## src/hw/rtl/bwbp_pkg.sv

```systemverilog
// bwbp_pkg: shared types and constants for the butterworth band-pass cascade
// used by bwbp_ctrl, bwbp_dp and the top level; no dependencies
`timescale 1ns / 1ps
`default_nettype none

package bwbp_pkg;

    // field widths
    localparam int SAMPLE_W = 24;
    localparam int COEF_W   = 32;
    localparam int STATE_W  = 48;
    localparam int LEN_W    = 25;
    localparam int POS_W    = 24;
    localparam int SEL_W    = 3;

    // datapath widths
    localparam int OPND_W = 28;                 // multiplier operand, signed
    localparam int PROD_W = COEF_W + OPND_W;    // 60
    localparam int TERM_W = PROD_W + 24;        // 84, full product of coef and 51-bit value
    localparam int ACC_W  = 56;                 // recursive sum before saturation
    localparam int GIN_W  = 51;                 // w0 - 2*w2 + w4
    localparam int FRAC   = 28;                 // coefficient fraction bits

    // coefficient kinds
    localparam logic [SEL_W-1:0] KIND_GAIN = 3'd0;
    localparam logic [SEL_W-1:0] KIND_D1   = 3'd1;
    localparam logic [SEL_W-1:0] KIND_D2   = 3'd2;
    localparam logic [SEL_W-1:0] KIND_D3   = 3'd3;
    localparam logic [SEL_W-1:0] KIND_D4   = 3'd4;
    localparam int               NUM_KINDS = 5;

    // configuration register indexes
    localparam logic CFG_REVERSE = 1'b0;
    localparam logic CFG_LENGTH  = 1'b1;

    // input actions
    localparam logic ACT_SAMPLE = 1'b0;
    localparam logic ACT_COEF   = 1'b1;

    // multiplier operand source
    typedef enum logic [2:0] {
        SRC_W1  = 3'd0,
        SRC_W2  = 3'd1,
        SRC_W3  = 3'd2,
        SRC_W4  = 3'd3,
        SRC_GIN = 3'd4
    } t_src;

    // controller to datapath commands
    typedef struct packed {
        logic             take_sample;
        logic             coef_wr;
        logic             acc_load;
        logic             mul_hi;
        logic             mul_lo;
        t_src             src;
        logic [SEL_W-1:0] kind;
        logic             comb;
        logic             acc_add;
        logic             w0_load;
        logic             gin_load;
        logic             sec_done;
        logic             finish;
    } t_dp_cmd;

endpackage

`default_nettype wire

```

## src/hw/rtl/bwbp_ctrl.sv

```systemverilog
// bwbp_ctrl: sequencer for the shared multiply-accumulate datapath
// depends on bwbp_pkg
`timescale 1ns / 1ps
`default_nettype none

module bwbp_ctrl import bwbp_pkg::*; #(
    parameter int SECTIONS = 2
) (
    input  wire logic    i_clk,
    input  wire logic    i_rst_n,
    input  wire logic    i_s_valid,
    input  wire logic    i_s_action,
    input  wire logic    i_m_ready,
    output logic         o_s_ready,
    output logic         o_m_valid,
    output t_dp_cmd      o_cmd
);

    localparam int SEC_W = (SECTIONS > 1) ? $clog2(SECTIONS) : 1;

    // per-section schedule
    localparam logic [3:0] STEP_FIRST     = 4'd0;
    localparam logic [3:0] STEP_FIRST_CMB = 4'd2;
    localparam logic [3:0] STEP_LAST_MUL  = 4'd7;
    localparam logic [3:0] STEP_LAST_CMB  = 4'd8;
    localparam logic [3:0] STEP_FIRST_ACC = 4'd3;
    localparam logic [3:0] STEP_LAST_ACC  = 4'd9;
    localparam logic [3:0] STEP_W0        = 4'd10;
    localparam logic [3:0] STEP_GIN       = 4'd11;
    localparam logic [3:0] STEP_GAIN_HI   = 4'd12;
    localparam logic [3:0] STEP_GAIN_LO   = 4'd13;
    localparam logic [3:0] STEP_GAIN_CMB  = 4'd14;
    localparam logic [3:0] STEP_SEC_END   = 4'd15;

    typedef enum logic [2:0] {
        ST_IDLE = 3'b001,
        ST_RUN  = 3'b010,
        ST_DONE = 3'b100
    } t_state;

    t_state           r_state, n_state;
    logic [3:0]       r_step, n_step;
    logic [SEC_W-1:0] r_sec, n_sec;
    logic             r_m_valid, n_m_valid;
    logic             w_accept, w_out_free, w_sec_last, w_run;

    assign w_accept   = i_s_valid && o_s_ready;
    assign w_out_free = !r_m_valid || i_m_ready;
    assign w_sec_last = (r_sec == SEC_W'(SECTIONS - 1));
    assign w_run      = (r_state == ST_RUN);
    assign o_s_ready  = (r_state == ST_IDLE);
    assign o_m_valid  = r_m_valid;

    always_comb begin
        n_state   = r_state;
        n_step    = r_step;
        n_sec     = r_sec;
        n_m_valid = r_m_valid && !i_m_ready;
        unique case (r_state)
            ST_IDLE: begin
                if (w_accept && (i_s_action == ACT_SAMPLE)) begin
                    n_state = ST_RUN;
                    n_step  = STEP_FIRST;
                    n_sec   = '0;
                end
            end
            ST_RUN: begin
                n_step = r_step + 4'd1;
                if (r_step == STEP_SEC_END) begin
                    if (w_sec_last) begin
                        n_state = ST_DONE;
                    end else begin
                        n_sec = r_sec + SEC_W'(1);
                    end
                end
            end
            ST_DONE: begin
                if (w_out_free) begin
                    n_state   = ST_IDLE;
                    n_m_valid = 1'b1;
                end
            end
            default: begin
                n_state = ST_IDLE;
            end
        endcase
    end

    // command decode from the schedule step
    always_comb begin
        o_cmd             = '0;
        o_cmd.src         = SRC_W1;
        o_cmd.take_sample = w_accept && (i_s_action == ACT_SAMPLE);
        o_cmd.coef_wr     = w_accept && (i_s_action == ACT_COEF);
        o_cmd.finish      = (r_state == ST_DONE) && w_out_free;
        if (w_run) begin
            o_cmd.acc_load = (r_step == STEP_FIRST);
            if (r_step <= STEP_LAST_MUL) begin
                // taps d1..d4, each as a high then a low half product
                o_cmd.mul_hi = !r_step[0];
                o_cmd.mul_lo = r_step[0];
                o_cmd.src    = t_src'({1'b0, r_step[2:1]});
                o_cmd.kind   = {1'b0, r_step[2:1]} + KIND_D1;
            end else if ((r_step == STEP_GAIN_HI) || (r_step == STEP_GAIN_LO)) begin
                o_cmd.mul_hi = (r_step == STEP_GAIN_HI);
                o_cmd.mul_lo = (r_step == STEP_GAIN_LO);
                o_cmd.src    = SRC_GIN;
                o_cmd.kind   = KIND_GAIN;
            end
            o_cmd.comb     = (!r_step[0] && (r_step >= STEP_FIRST_CMB)
                              && (r_step <= STEP_LAST_CMB)) || (r_step == STEP_GAIN_CMB);
            o_cmd.acc_add  = r_step[0] && (r_step >= STEP_FIRST_ACC)
                             && (r_step <= STEP_LAST_ACC);
            o_cmd.w0_load  = (r_step == STEP_W0);
            o_cmd.gin_load = (r_step == STEP_GIN);
            o_cmd.sec_done = (r_step == STEP_SEC_END);
        end
    end

    always_ff @(posedge i_clk) begin
        if (!i_rst_n) begin
            r_state   <= ST_IDLE;
            r_step    <= '0;
            r_sec     <= '0;
            r_m_valid <= 1'b0;
        end else begin
            r_state   <= n_state;
            r_step    <= n_step;
            r_sec     <= n_sec;
            r_m_valid <= n_m_valid;
        end
    end

endmodule

`default_nettype wire

```

## src/hw/rtl/bwbp_dp.sv

```systemverilog
// bwbp_dp: coefficient and delay storage, shared 32x28 multiplier, accumulator,
// output rounding and record position; depends on bwbp_pkg
`timescale 1ns / 1ps
`default_nettype none

module bwbp_dp import bwbp_pkg::*; #(
    parameter int SECTIONS = 2
) (
    input  wire logic                       i_clk,
    input  wire logic                       i_rst_n,
    input  wire t_dp_cmd                    i_cmd,
    input  wire logic signed [SAMPLE_W-1:0] i_sample,
    input  wire logic [SEL_W-1:0]           i_coef_section,
    input  wire logic [SEL_W-1:0]           i_coef_kind,
    input  wire logic signed [COEF_W-1:0]   i_coef_value,
    input  wire logic                       i_cfg_we,
    input  wire logic                       i_cfg_addr,
    input  wire logic [LEN_W-1:0]           i_cfg_wdata,
    output logic signed [SAMPLE_W-1:0]      o_filtered,
    output logic [POS_W-1:0]                o_position,
    output logic                            o_eor,
    output logic                            o_sat
);

    localparam int SEC_W = (SECTIONS > 1) ? $clog2(SECTIONS) : 1;

    // row 0 always holds the section being worked on; rows rotate per section
    logic signed [COEF_W-1:0]  r_coef [SECTIONS][NUM_KINDS];
    logic signed [STATE_W-1:0] r_dl   [SECTIONS][4];

    logic                      r_rev;
    logic [LEN_W-1:0]          r_len;
    logic [POS_W-1:0]          r_cnt;

    logic signed [STATE_W-1:0] r_x;
    logic signed [STATE_W-1:0] r_w0;
    logic signed [GIN_W-1:0]   r_gin;
    logic signed [PROD_W-1:0]  r_prod;
    logic signed [PROD_W-1:0]  r_hi;
    logic signed [TERM_W-1:0]  r_term;
    logic signed [ACC_W-1:0]   r_acc;

    logic signed [SAMPLE_W-1:0] r_filtered;
    logic [POS_W-1:0]           r_position;
    logic                       r_eor;
    logic                       r_sat;

    logic signed [GIN_W-1:0]   w_v;
    logic signed [OPND_W-1:0]  w_b;
    logic signed [COEF_W-1:0]  w_c;
    logic signed [PROD_W-1:0]  w_prod;
    logic                      w_coef_ok;
    logic [POS_W-1:0]          w_lenm1, w_c_cnt, w_pos;
    logic                      w_eor;
    logic signed [STATE_W:0]   w_xr;
    logic signed [STATE_W-8:0] w_y;
    logic                      w_y_fits;
    logic signed [SAMPLE_W-1:0] w_y_sat;

    function automatic logic signed [STATE_W-1:0] sat48(input logic signed [ACC_W-1:0] a);
        logic hi_same;
        hi_same = (a[ACC_W-1:STATE_W-1] == '0) || (a[ACC_W-1:STATE_W-1] == '1);
        if (hi_same) begin
            sat48 = a[STATE_W-1:0];
        end else if (a[ACC_W-1]) begin
            sat48 = {1'b1, {(STATE_W-1){1'b0}}};
        end else begin
            sat48 = {1'b0, {(STATE_W-1){1'b1}}};
        end
    endfunction

    // operand select
    always_comb begin
        unique case (i_cmd.src)
            SRC_W1:  w_v = GIN_W'(r_dl[0][0]);
            SRC_W2:  w_v = GIN_W'(r_dl[0][1]);
            SRC_W3:  w_v = GIN_W'(r_dl[0][2]);
            SRC_W4:  w_v = GIN_W'(r_dl[0][3]);
            SRC_GIN: w_v = r_gin;
            default: w_v = '0;
        endcase
    end

    always_comb begin
        unique case (i_cmd.kind)
            KIND_GAIN: w_c = r_coef[0][0];
            KIND_D1:   w_c = r_coef[0][1];
            KIND_D2:   w_c = r_coef[0][2];
            KIND_D3:   w_c = r_coef[0][3];
            KIND_D4:   w_c = r_coef[0][4];
            default:   w_c = '0;
        endcase
    end

    // high half signed, low 24 bits unsigned
    assign w_b    = i_cmd.mul_hi ? {w_v[GIN_W-1], w_v[GIN_W-1:24]} : {4'b0, w_v[23:0]};
    assign w_prod = w_c * w_b;

    assign w_coef_ok = ({1'b0, i_coef_section} < 4'(SECTIONS)) && (i_coef_kind <= KIND_D4);

    // record position
    always_comb begin
        if (r_len[LEN_W-1]) begin
            w_lenm1 = '1;
        end else if (r_len == '0) begin
            w_lenm1 = '0;
        end else begin
            w_lenm1 = r_len[POS_W-1:0] - POS_W'(1);
        end
        w_c_cnt = (r_cnt > w_lenm1) ? '0 : r_cnt;
        w_eor   = (w_c_cnt == w_lenm1);
        w_pos   = r_rev ? (w_lenm1 - w_c_cnt) : w_c_cnt;
    end

    // round half up and clip to the sample range
    assign w_xr     = {r_x[STATE_W-1], r_x} + (STATE_W+1)'(128);
    assign w_y      = w_xr[STATE_W:8];
    assign w_y_fits = (w_y[STATE_W-8:SAMPLE_W-1] == '0) || (w_y[STATE_W-8:SAMPLE_W-1] == '1);
    assign w_y_sat  = w_y_fits ? w_y[SAMPLE_W-1:0]
                    : (w_y[STATE_W-8] ? {1'b1, {(SAMPLE_W-1){1'b0}}}
                                      : {1'b0, {(SAMPLE_W-1){1'b1}}});

    // configuration registers
    always_ff @(posedge i_clk) begin
        if (!i_rst_n) begin
            r_rev <= 1'b0;
            r_len <= LEN_W'(1024);
        end else if (i_cfg_we) begin
            unique case (i_cfg_addr)
                CFG_REVERSE: r_rev <= i_cfg_wdata[0];
                CFG_LENGTH:  r_len <= i_cfg_wdata;
                default:     r_rev <= r_rev;
            endcase
        end
    end

    // coefficient store
    always_ff @(posedge i_clk) begin
        if (!i_rst_n) begin
            for (int s = 0; s < SECTIONS; s++) begin
                for (int k = 0; k < NUM_KINDS; k++) begin
                    r_coef[s][k] <= '0;
                end
            end
        end else if (i_cmd.coef_wr && w_coef_ok) begin
            r_coef[i_coef_section[SEC_W-1:0]][i_coef_kind] <= i_coef_value;
        end else if (i_cmd.sec_done) begin
            for (int s = 0; s < SECTIONS - 1; s++) begin
                r_coef[s] <= r_coef[s+1];
            end
            r_coef[SECTIONS-1] <= r_coef[0];
        end
    end

    // delay lines and record counter
    always_ff @(posedge i_clk) begin
        if (!i_rst_n) begin
            for (int s = 0; s < SECTIONS; s++) begin
                for (int k = 0; k < 4; k++) begin
                    r_dl[s][k] <= '0;
                end
            end
            r_cnt <= '0;
        end else if (i_cmd.finish) begin
            if (w_eor) begin
                for (int s = 0; s < SECTIONS; s++) begin
                    for (int k = 0; k < 4; k++) begin
                        r_dl[s][k] <= '0;
                    end
                end
                r_cnt <= '0;
            end else begin
                r_cnt <= w_c_cnt + POS_W'(1);
            end
        end else if (i_cmd.sec_done) begin
            for (int s = 0; s < SECTIONS - 1; s++) begin
                r_dl[s] <= r_dl[s+1];
            end
            r_dl[SECTIONS-1][0] <= r_w0;
            r_dl[SECTIONS-1][1] <= r_dl[0][0];
            r_dl[SECTIONS-1][2] <= r_dl[0][1];
            r_dl[SECTIONS-1][3] <= r_dl[0][2];
        end
    end

    // multiply-accumulate pipeline
    always_ff @(posedge i_clk) begin
        if (i_cmd.take_sample) begin
            r_x <= {{(STATE_W-SAMPLE_W-8){i_sample[SAMPLE_W-1]}}, i_sample, 8'b0};
        end else if (i_cmd.sec_done) begin
            r_x <= sat48(r_term[TERM_W-1:FRAC]);
        end
        if (i_cmd.mul_hi || i_cmd.mul_lo) begin
            r_prod <= w_prod;
        end
        if (i_cmd.mul_lo) begin
            r_hi <= r_prod;
        end
        if (i_cmd.comb) begin
            r_term <= {r_hi, 24'b0} + TERM_W'(r_prod);
        end
        if (i_cmd.acc_load) begin
            r_acc <= ACC_W'(r_x);
        end else if (i_cmd.acc_add) begin
            r_acc <= r_acc + r_term[TERM_W-1:FRAC];
        end
        if (i_cmd.w0_load) begin
            r_w0 <= sat48(r_acc);
        end
        if (i_cmd.gin_load) begin
            r_gin <= GIN_W'(r_w0) - (GIN_W'(r_dl[0][1]) <<< 1) + GIN_W'(r_dl[0][3]);
        end
        if (i_cmd.finish) begin
            r_filtered <= w_y_sat;
            r_sat      <= !w_y_fits;
            r_position <= w_pos;
            r_eor      <= w_eor;
        end
    end

    assign o_filtered = r_filtered;
    assign o_position = r_position;
    assign o_eor      = r_eor;
    assign o_sat      = r_sat;

endmodule

`default_nettype wire

```

## src/hw/rtl/butterworth_bandpass_iir_top.sv

```systemverilog
// butterworth_bandpass_iir_top: top level of the band-pass cascade
// instantiates bwbp_ctrl and bwbp_dp, uses bwbp_pkg
`timescale 1ns / 1ps
`default_nettype none

// Streams 24-bit signed samples through SECTIONS fourth-order band-pass
// sections in cascade and returns one result beat per sample: the rounded,
// clipped output with a clip flag (tuser), its record position and an
// end-of-record mark (tlast). An input beat with tuser high writes one Q3.28
// coefficient (gain or d1..d4 of one section) and gives no result; writes to
// a section or kind out of range are dropped. A coefficient write leaves
// the input side ready. A sample is taken, then runs through each section
// in turn on a single shared 32x28 signed multiplier (every 51-bit operand
// goes through it as a high and a low half) and is rounded; no new beat is
// taken while a sample runs or while its result waits for the result
// register to be free. A finished result waits in the output register
// while the next beat is taken. After the last sample of a record all
// delay values and the position count return to zero. The configuration
// port (reverse direction, record length) is to be written by the user only
// while the block is idle; the block itself does not enforce this.

module butterworth_bandpass_iir_top import bwbp_pkg::*; #(
    parameter int SECTIONS = 2
) (
    input  wire logic        i_clk,
    input  wire logic        i_rst_n,
    // sample and coefficient beats
    input  wire logic        s_axis_tvalid,
    output logic             s_axis_tready,
    // [23:0] sample_value, [26:24] coef_section, [29:27] coef_kind,
    // [61:30] coef_value, [63:62] zero
    input  wire logic [63:0] s_axis_tdata,
    // [0] action: 0 sample, 1 coefficient write
    input  wire logic        s_axis_tuser,
    // result beats
    output logic             m_axis_tvalid,
    input  wire logic        m_axis_tready,
    // [23:0] filtered_sample, [47:24] position
    output logic [47:0]      m_axis_tdata,
    // end_of_record
    output logic             m_axis_tlast,
    // [0] saturated
    output logic             m_axis_tuser,
    // configuration writes
    input  wire logic        i_cfg_we,
    input  wire logic        i_cfg_addr,
    input  wire logic [24:0] i_cfg_wdata
);

    t_dp_cmd                    w_cmd;
    logic signed [SAMPLE_W-1:0] w_filtered;
    logic [POS_W-1:0]           w_position;

    // sequencer: handshakes and the per-section schedule
    bwbp_ctrl #(
        .SECTIONS (SECTIONS)
    ) u_ctrl (
        .i_clk      (i_clk),
        .i_rst_n    (i_rst_n),
        .i_s_valid  (s_axis_tvalid),
        .i_s_action (s_axis_tuser),
        .i_m_ready  (m_axis_tready),
        .o_s_ready  (s_axis_tready),
        .o_m_valid  (m_axis_tvalid),
        .o_cmd      (w_cmd)
    );

    // storage, shared multiplier and output register
    bwbp_dp #(
        .SECTIONS (SECTIONS)
    ) u_dp (
        .i_clk          (i_clk),
        .i_rst_n        (i_rst_n),
        .i_cmd          (w_cmd),
        .i_sample       (s_axis_tdata[23:0]),
        .i_coef_section (s_axis_tdata[26:24]),
        .i_coef_kind    (s_axis_tdata[29:27]),
        .i_coef_value   (s_axis_tdata[61:30]),
        .i_cfg_we       (i_cfg_we),
        .i_cfg_addr     (i_cfg_addr),
        .i_cfg_wdata    (i_cfg_wdata),
        .o_filtered     (w_filtered),
        .o_position     (w_position),
        .o_eor          (m_axis_tlast),
        .o_sat          (m_axis_tuser)
    );

    // pack the result beat, first field lowest
    assign m_axis_tdata = {w_position, w_filtered};

    // a sample beat keeps the input side busy for its whole run
    a_sample_busy: assert property (@(posedge i_clk) disable iff (!i_rst_n)
        (s_axis_tvalid && s_axis_tready && (s_axis_tuser == ACT_SAMPLE)) |=> !s_axis_tready)
        else $error("input still ready after a sample beat");

    // a coefficient write finishes in its own beat
    a_coef_one_beat: assert property (@(posedge i_clk) disable iff (!i_rst_n)
        (s_axis_tvalid && s_axis_tready && (s_axis_tuser == ACT_COEF)) |=> s_axis_tready)
        else $error("coefficient write did not return to idle");

    // a new result only comes out of a sample run
    a_result_from_run: assert property (@(posedge i_clk) disable iff (!i_rst_n)
        $rose(m_axis_tvalid) |-> !$past(s_axis_tready))
        else $error("result beat without a finished sample run");

endmodule

`default_nettype wire
```

## config.mk

```make
export PLATFORM = sky130hd
export DESIGN_NAME = butterworth_bandpass_iir_top
export DESIGN_NICKNAME = d
export VERILOG_FILES = /design/src/hw/rtl/bwbp_pkg.sv /design/src/hw/rtl/bwbp_ctrl.sv /design/src/hw/rtl/bwbp_dp.sv /design/src/hw/rtl/butterworth_bandpass_iir_top.sv
export SDC_FILE = /design/constraint.sdc
export NUM_CORES = 2
export LEC_CHECK = 0
export ABC_AREA = 1
export BUFFER_PORTS_ARGS = -buffer_cell sky130_fd_sc_hd__buf_2
export CAP_MARGIN = 0
export CORE_ASPECT_RATIO = 0.75
export CORE_UTILIZATION = 40
export CTS_CLUSTER_SIZE = 24
export DETAILED_ROUTE_END_ITERATION = 12
export GPL_TIMING_DRIVEN = 0
export PLACE_DENSITY = 0.53
export SYNTH_ARGS = -nofsm -noshare
export SYNTH_HDL_FRONTEND = slang
export SYNTH_SLANG_ARGS = --single-unit
export TNS_END_PERCENT = 1
```

## constraint.sdc

```tcl
create_clock -name i_clk -period 38.3 [get_ports i_clk]
set_clock_uncertainty 0.2 [all_clocks]
set_input_delay 1.915 -clock i_clk [delete_from_list [all_inputs] [get_ports i_clk]]
set_output_delay 1.915 -clock i_clk [all_outputs]
set_load 0.02 [all_outputs]
```

Yosys cells after proc, flatten, opt, wreduce, memory -nomap -nowiden
Memory sizes are Yosys's and may differ from the RTL's.
Index checks and enable logic that the tools add are counted.
Word-level totals
  register bits: 516
  bits in latches: 0
  bits in writable memories: 704
  bits in read-only memories: 0
  bits of input ports: 96
  output and inout bits: 52
  logic and storage cells: 200
  memories: 2
Memories
  u_dp.r_dl: words 2, width 192, read ports 2, clocked after memory_dff 0, wr ports 2, line bwbp_dp.sv:29  | logic signed [STATE_W-1:0] r_dl [SECTIONS][4];
  u_dp.r_coef: words 2, width 160, read ports 2, clocked after memory_dff 0, wr ports 2, line bwbp_dp.sv:28  | logic signed [COEF_W-1:0] r_coef [SECTIONS][NUM_KINDS];
Cells by class
  add/subtract/negate cells: 11
  multiply operators: 1
  div/mod/pow operators: 0
  $lt $le $gt $ge: 10
  equality and inequality tests: 25
  shift-type cells: 0
  multiplexer cells: 72
  bitwise gates (word level): 21
  reduce and logical (&&, ||, !) cells: 39
Operator list (count)
  48-bit two-way mux: 22
  160-bit two-way mux: 5
  51-bit case mux with 5 select lines: 1
  24-bit two-way mux: 7
  32-bit case mux with 5 select lines: 1
  160-bit OR reduction: 1
  56-bit two-way mux: 2
  32-bit demux with 3-bit select: 1
  84-bit adder: 1
  32-bit by 28-bit multiplier with 60-bit output: 1
  56-bit adder: 1
  50-bit by 48-bit adder with 51-bit output: 1
  48-bit by 49-bit subtractor with 50-bit output: 1
  48-bit by 9-bit adder with 49-bit output (second input constant): 1
  32-bit two-way mux: 1
  28-bit two-way mux: 1
  25-bit zero test: 1
  24-bit by 1-bit adder with 24-bit output (second input constant): 1
  24-bit == test: 1
  4-bit == test (second input constant): 6
  24-bit > comparator: 1
  24-bit by 1-bit subtractor with 24-bit output (second input constant): 1
  24-bit subtractor: 1
  1-bit two-way mux: 20
  other kinds (38): 99

Longest topological paths before layout
  depth after elaboration: 12
  gate-level depth with buffers: 45
  mapped depth without buffers: 42

Hierarchy
A second synthesis with hierarchy kept.
Unflattened totals
  cells, all modules: 10937
  area total of the unflattened synthesis: 96413.7 um2
By module, submodules not included
  bwbp_dp: times used 1, cells each 10835, area each 95685.5 um2, sequential area each 34943.5 um2
  bwbp_ctrl: times used 1, cells each 102, area each 728.2 um2, sequential area each 180.2 um2

Least setup slack after synthesis
Ideal clock, no wire load.
  path kind: reg-to-reg
  from: reg u_dp.r_len[0]
  to: mem u_dp.r_dl[0][0] (netlist bit) (enable)
  setup time: 1.662 ns
  data arrival time: 31.052 ns
  required time: 36.438 ns
  setup slack: 5.386 ns
  cell stages (with the launch flop): 31
  path buffers: 3
  period minus slack after synthesis: 32.914 ns
  cell sequence: dfxtp_1 > inv_1 > ha_1 > nand2_1 > nor2_2 > nand4_1 > nor2_2 > nand4_2 > nor3_2 > nand3_1 > nor3_1 > o21ai_1 > nand2_1 > inv_1 > ha_1 > nand2_1 > nor2_1 > and2_1 > nand4_1 > nand2_2 > buf_4 > buf_2 > buf_2 > nand2_1 > ha_1 > inv_1 > nor3_1 > nand4_1 > nor4_1 > nand2_1 > o21ai_0
RTL lines
  from (decl): line bwbp_dp.sv:32  | logic [LEN_W-1:0] r_len;
  from (signal assigned): line bwbp_dp.sv:131  | CFG_LENGTH: r_len <= i_cfg_wdata;
  to (decl): line bwbp_dp.sv:29

Worst setup path after layout
  from: reg u_ctrl.r_step[1]
  to: reg u_dp.r_prod[56], data pin
On the way
  longest elaborated chain between the ends: 9
  elaborated cells on any way between the ends: 22
  those cells by class: add/sub: 1; mul: 1; order compare: 1; eq/ne: 10; mux: 6; reduce/logical: 3
Ends and longest elaborated chain
  from (decl): line bwbp_ctrl.sv:42  | logic [3:0] r_step, n_step;
  from (signal assigned): line bwbp_ctrl.sv:128  | r_step <= n_step;
  4-bit == test, on equally long branches: line bwbp_ctrl.sv:104, bwbp_ctrl.sv:105
  1-bit logical OR: line bwbp_ctrl.sv:104  | end else if ((r_step == STEP_GAIN_HI) || (r_step == STEP_GAIN_LO)) begin
  8-bit two-way mux: line bwbp_ctrl.sv:104
  8-bit two-way mux *: line bwbp_ctrl.sv:98  | if (r_step <= STEP_LAST_MUL) begin
  14-bit two-way mux *: line bwbp_ctrl.sv:96  | if (w_run) begin
  3-bit == test (tied with other cells): line bwbp_dp.sv:74  | unique case (i_cmd.src)
  51-bit case mux with 5 select lines: line bwbp_dp.sv:74
  28-bit two-way mux: line bwbp_dp.sv:96  | assign w_b = i_cmd.mul_hi ? {w_v[GIN_W-1], w_v[GIN_W-1:24]} : {4'b0, w_v[23:0]};
  32-bit by 28-bit multiplier with 60-bit output *: line bwbp_dp.sv:97  | assign w_prod = w_c * w_b;
  via u_dp.w_prod[56]: line bwbp_dp.sv:51  | logic signed [PROD_W-1:0] w_prod;
  to (signal assigned): line bwbp_dp.sv:194  | r_prod <= w_prod;
  to (decl): line bwbp_dp.sv:38  | logic signed [PROD_W-1:0] r_prod;
The timed path passes the listed nets; every way through them passes the cells marked *.
A chain may end at the register's enable or synchronous reset.

==> flow_metrics.env <==
export IMPL_hold_path_class="reg2reg"
export IMPL_p_comb_share_pct=61.1
export IMPL_dr_pass1_iters=8
export IMPL_fin_crit_ns=13.20
export IMPL_synth_net_count=12400
export IMPL_layout_common_cells="inv_1 (2394), nand2_1 (1663), nor2_1 (1593)"
export IMPL_synth_top_cell_by_area="edfxtp_1"
export IMPL_async_reset_ff_share_pct=0
export IMPL_pwr_share_seq_pct=21.8
export IMPL_insertion_delay_ns=0.83
export IMPL_syn_area_per_cell_um2=8.92
export IMPL_clock_sinks=1192
export IMPL_powerDensity_nw_per_um2=72.6
export IMPL_cts_tree="yes"
export IMPL_hold_viol_final=0
export IMPL_grt_usage_pct=30.2
export IMPL_cpMaxStageDelayCell="fa_1"
export IMPL_cts_clk_slew_worst_paths_ns=0.06
export IMPL_grt_setup_unrepaired="false"
export IMPL_status="finished, final reports clean"
export IMPL_vdd_drop_max_mv=0.202
export IMPL_nets=12700
export IMPL_cts_buffer_depth=4
export IMPL_cp_max_fo=10
export IMPL_setup_violations_final=0
export IMPL_port_buffers=144
export IMPL_seq_area_frac_synth_pct=36.2
export IMPL_grt_max_degree=44
export IMPL_area_delta_synth_final_pct=10.4
export IMPL_swShare_pct=49.5
export IMPL_fin_cells=14500
export IMPL_end_kind="flop"
export IMPL_p_leak_nw=48.4
export IMPL_synth_top_cells_by_area="edfxtp_1 (35%), fa_1 (20%), inv_1 (9.3%)"
export IMPL_cts_max_level=4
export IMPL_grt_pass1_vias=76100
export IMPL_drv_cap=0
export IMPL_yosysUniqueCellTypes=66
export IMPL_tightest_slew_ns=1.42
export IMPL_pre_cts_ws_ns=25.37
export IMPL_synth_edf_count=1125
export IMPL_cp_start_kind="flop"
export IMPL_yosysTopAreaCellShare_pct=34.8
export IMPL_mostFrequentLayoutCell="inv_1"
export IMPL_syn_instance_count=10900
export IMPL_vias=77400
export IMPL_postRouteAntennaNets=0
export IMPL_p_clk_share_pct=17.1
export IMPL_max_stage_delay_ns=1.05
export IMPL_crit_required_ns=38.61
export IMPL_viasPerCell=5.33
export IMPL_setup_ws_ns=25.10
export IMPL_place_gp_congestion=1.01
export IMPL_die_area_um2=244000
export IMPL_post_drt_wl_per_cell_um=25.5
export IMPL_p_int_mw=3.93
export IMPL_yosysWarnings=0
export IMPL_n_fill_cell=24000
export IMPL_wl_um=371000
export IMPL_synthesis_area_um2=97000
export IMPL_drtIter0Drc=8881
export IMPL_drv_slew=0
export IMPL_critPathArrivalTime_ns=13.52
export IMPL_crit_top_cell="inv_1"
export IMPL_antenna_found_initial=8
export IMPL_fmax_ghz=0.0757
export IMPL_multi_input_area_um2=51100
export IMPL_grt_ovfl_total=0
export IMPL_p_sw_mw=3.84
export IMPL_final_seq_area_um2=35100
export IMPL_synth_main_ff_cell="edfxtp_1"
export IMPL_layout_worst_path_cycle_share_pct=34.5
export IMPL_fin_setup_tns_ns=0
export IMPL_final_core_util_pct=44.4
export IMPL_rows=156
export IMPL_dp_cells=14300
export IMPL_start_util_pct=40.2
export IMPL_drt_drc_violations_left=0
export IMPL_dieWidth_um=571
export IMPL_die_y_um=428
export IMPL_pin_count=148
export IMPL_hpwl_um=302000
export IMPL_coreArea_um2=241000
export IMPL_root_buffer="clkbuf_16"
export IMPL_holdBufCountCts=0
export IMPL_drive_gt1_share_pct=6.61
export IMPL_ys_ff_latch=1192
export IMPL_slew_headroom_pct=4.65
export IMPL_critPathKind="reg2reg"
export IMPL_cts_setup_buffers=0
export IMPL_cts_inserted_buffers=142
export IMPL_post_cts_resized=0
export IMPL_grt_pass1_wl_um=532000
[layer usage]
metal | share of wire, % | GRT usage [%] | vias up | routed length (um)
li1 | - | - | 34700 | -
met1 | 46 | 45.4 | 38900 | 170000
met2 | 42 | 44.1 | 3310 | 157000
met3 | 9.0 | 5.69 | 453 | 33300
met4 | 2.9 | 8.31 | 8 | 10900
met5 | 0.018 | 0 | - | 66
[final timing paths]
| kind | cells after the start | startpoint | slack, ns | endpoint |
|---|---|---|---|---|
| worst max register to register | 36 | u_ctrl.r_step[1]$_SDFFE_PN0P_ | 25.10 | u_dp.r_prod[56]$_DFFE_PP_ |
| worst min register to register | 0 | u_dp.r_prod[16]$_DFFE_PP_ | 0.18 | u_dp.r_hi[16]$_DFFE_PP_ |
| worst max-delay path | 36 | u_ctrl.r_step[1]$_SDFFE_PN0P_ | 25.10 | u_dp.r_prod[56]$_DFFE_PP_ |
| worst min-delay path | 0 | u_dp.r_prod[16]$_DFFE_PP_ | 0.18 | u_dp.r_hi[16]$_DFFE_PP_ |
[registers in the layout, summed over array words and instances (netlist names), 25 cells and up]
name and cells:
u_dp.r_w0 48, u_dp.r_hi 60, u_dp.r_dl 384, u_dp.r_term 56
u_dp.r_len 25, u_dp.r_coef 320, u_dp.r_gin 51, u_dp.r_acc 56
u_dp.r_prod 60, u_dp.r_x 48
[critical path: cells and delay by family (launching register included)]
family                   cells  cell delay, ns
adder cells (fa/ha/maj)     10            5.26
buffers and inverters       12            3.08
AND/OR/NAND/NOR             10            2.19
AO/OA/AOI/OAI                3            1.23
flip-flops                   1            0.57
XOR/XNOR                     1            0.39
[cell usage after synthesis (21+ instances only)]
master and n:
o22ai_1 26, buf_4 34, nor2_1 1597, dfxtp_1 67, nand4_1 47, a22o_1 23
a21o_1 45, nand2_1 1675, o21a_1 28, nor3_1 64, xnor2_1 88, buf_2 140
clkbuf_1 146, inv_2 37, o211ai_1 55, o21ai_0 690, o21ai_1 73, a31oi_1 53
ha_1 412, nor4_4 26, a221oi_1 53, a21oi_1 398, nand3_1 185, inv_1 2395
fa_1 978, nor4_1 21, xor2_1 168, edfxtp_1 1125, or2_2 22
[per-stage QoR]
stage                     instance area, um^2  total power, mW  hold WS [ns]
final                                  107000             7.77         0.180
after CTS                              107000             7.75         0.172
after global placement                 102000             6.44         0.207
after detailed placement               103000             6.39         0.205
after global routing                   107000             8.23         0.192
after floorplan                         97000             4.53         0.200
[power groups by stage]
stage               Combinational [mW]  Sequential, mW  Clock (mW)
global route                      5.14            1.70        1.40
CTS                               4.71            1.70        1.35
detailed placement                4.66            1.72           0
global placement                  4.68            1.76           0
floorplan                         2.81            1.72           0
finish                            4.75            1.70        1.33
[cells by family (layout without fill, tap and decap cells)]
| family | after synthesis | count (layout) | share of synthesized area [%] |
|---|---|---|---|
| adders and majority gates | 1390 | 1390 | 25.5 |
| other | 0 | 4 | 0 |
| xor gates and xnor gates | 256 | 256 | 2.31 |
| and+or+nand+nor | 3722 | 3722 | 15.8 |
| DFF | 1192 | 1192 | 36.2 |
| buffers and inverters | 2785 | 3210 | 11.3 |
| AOI/OAI and AO/OA | 1525 | 1525 | 8.88 |
[area by class of cell]
type	instances	area share [%]
Sequential cell	1192	32.8
Tap cell	3239	3.79
Inverter	2436	8.54
Antenna cell	4	0.00935
Clock inverter	70	0.576
Buffer	349	1.65
Multi-Input combinational cell	6893	47.7
Clock buffer	170	3.51
Timing Repair Buffer	185	1.43
Power figures use the tool's default switching activity.
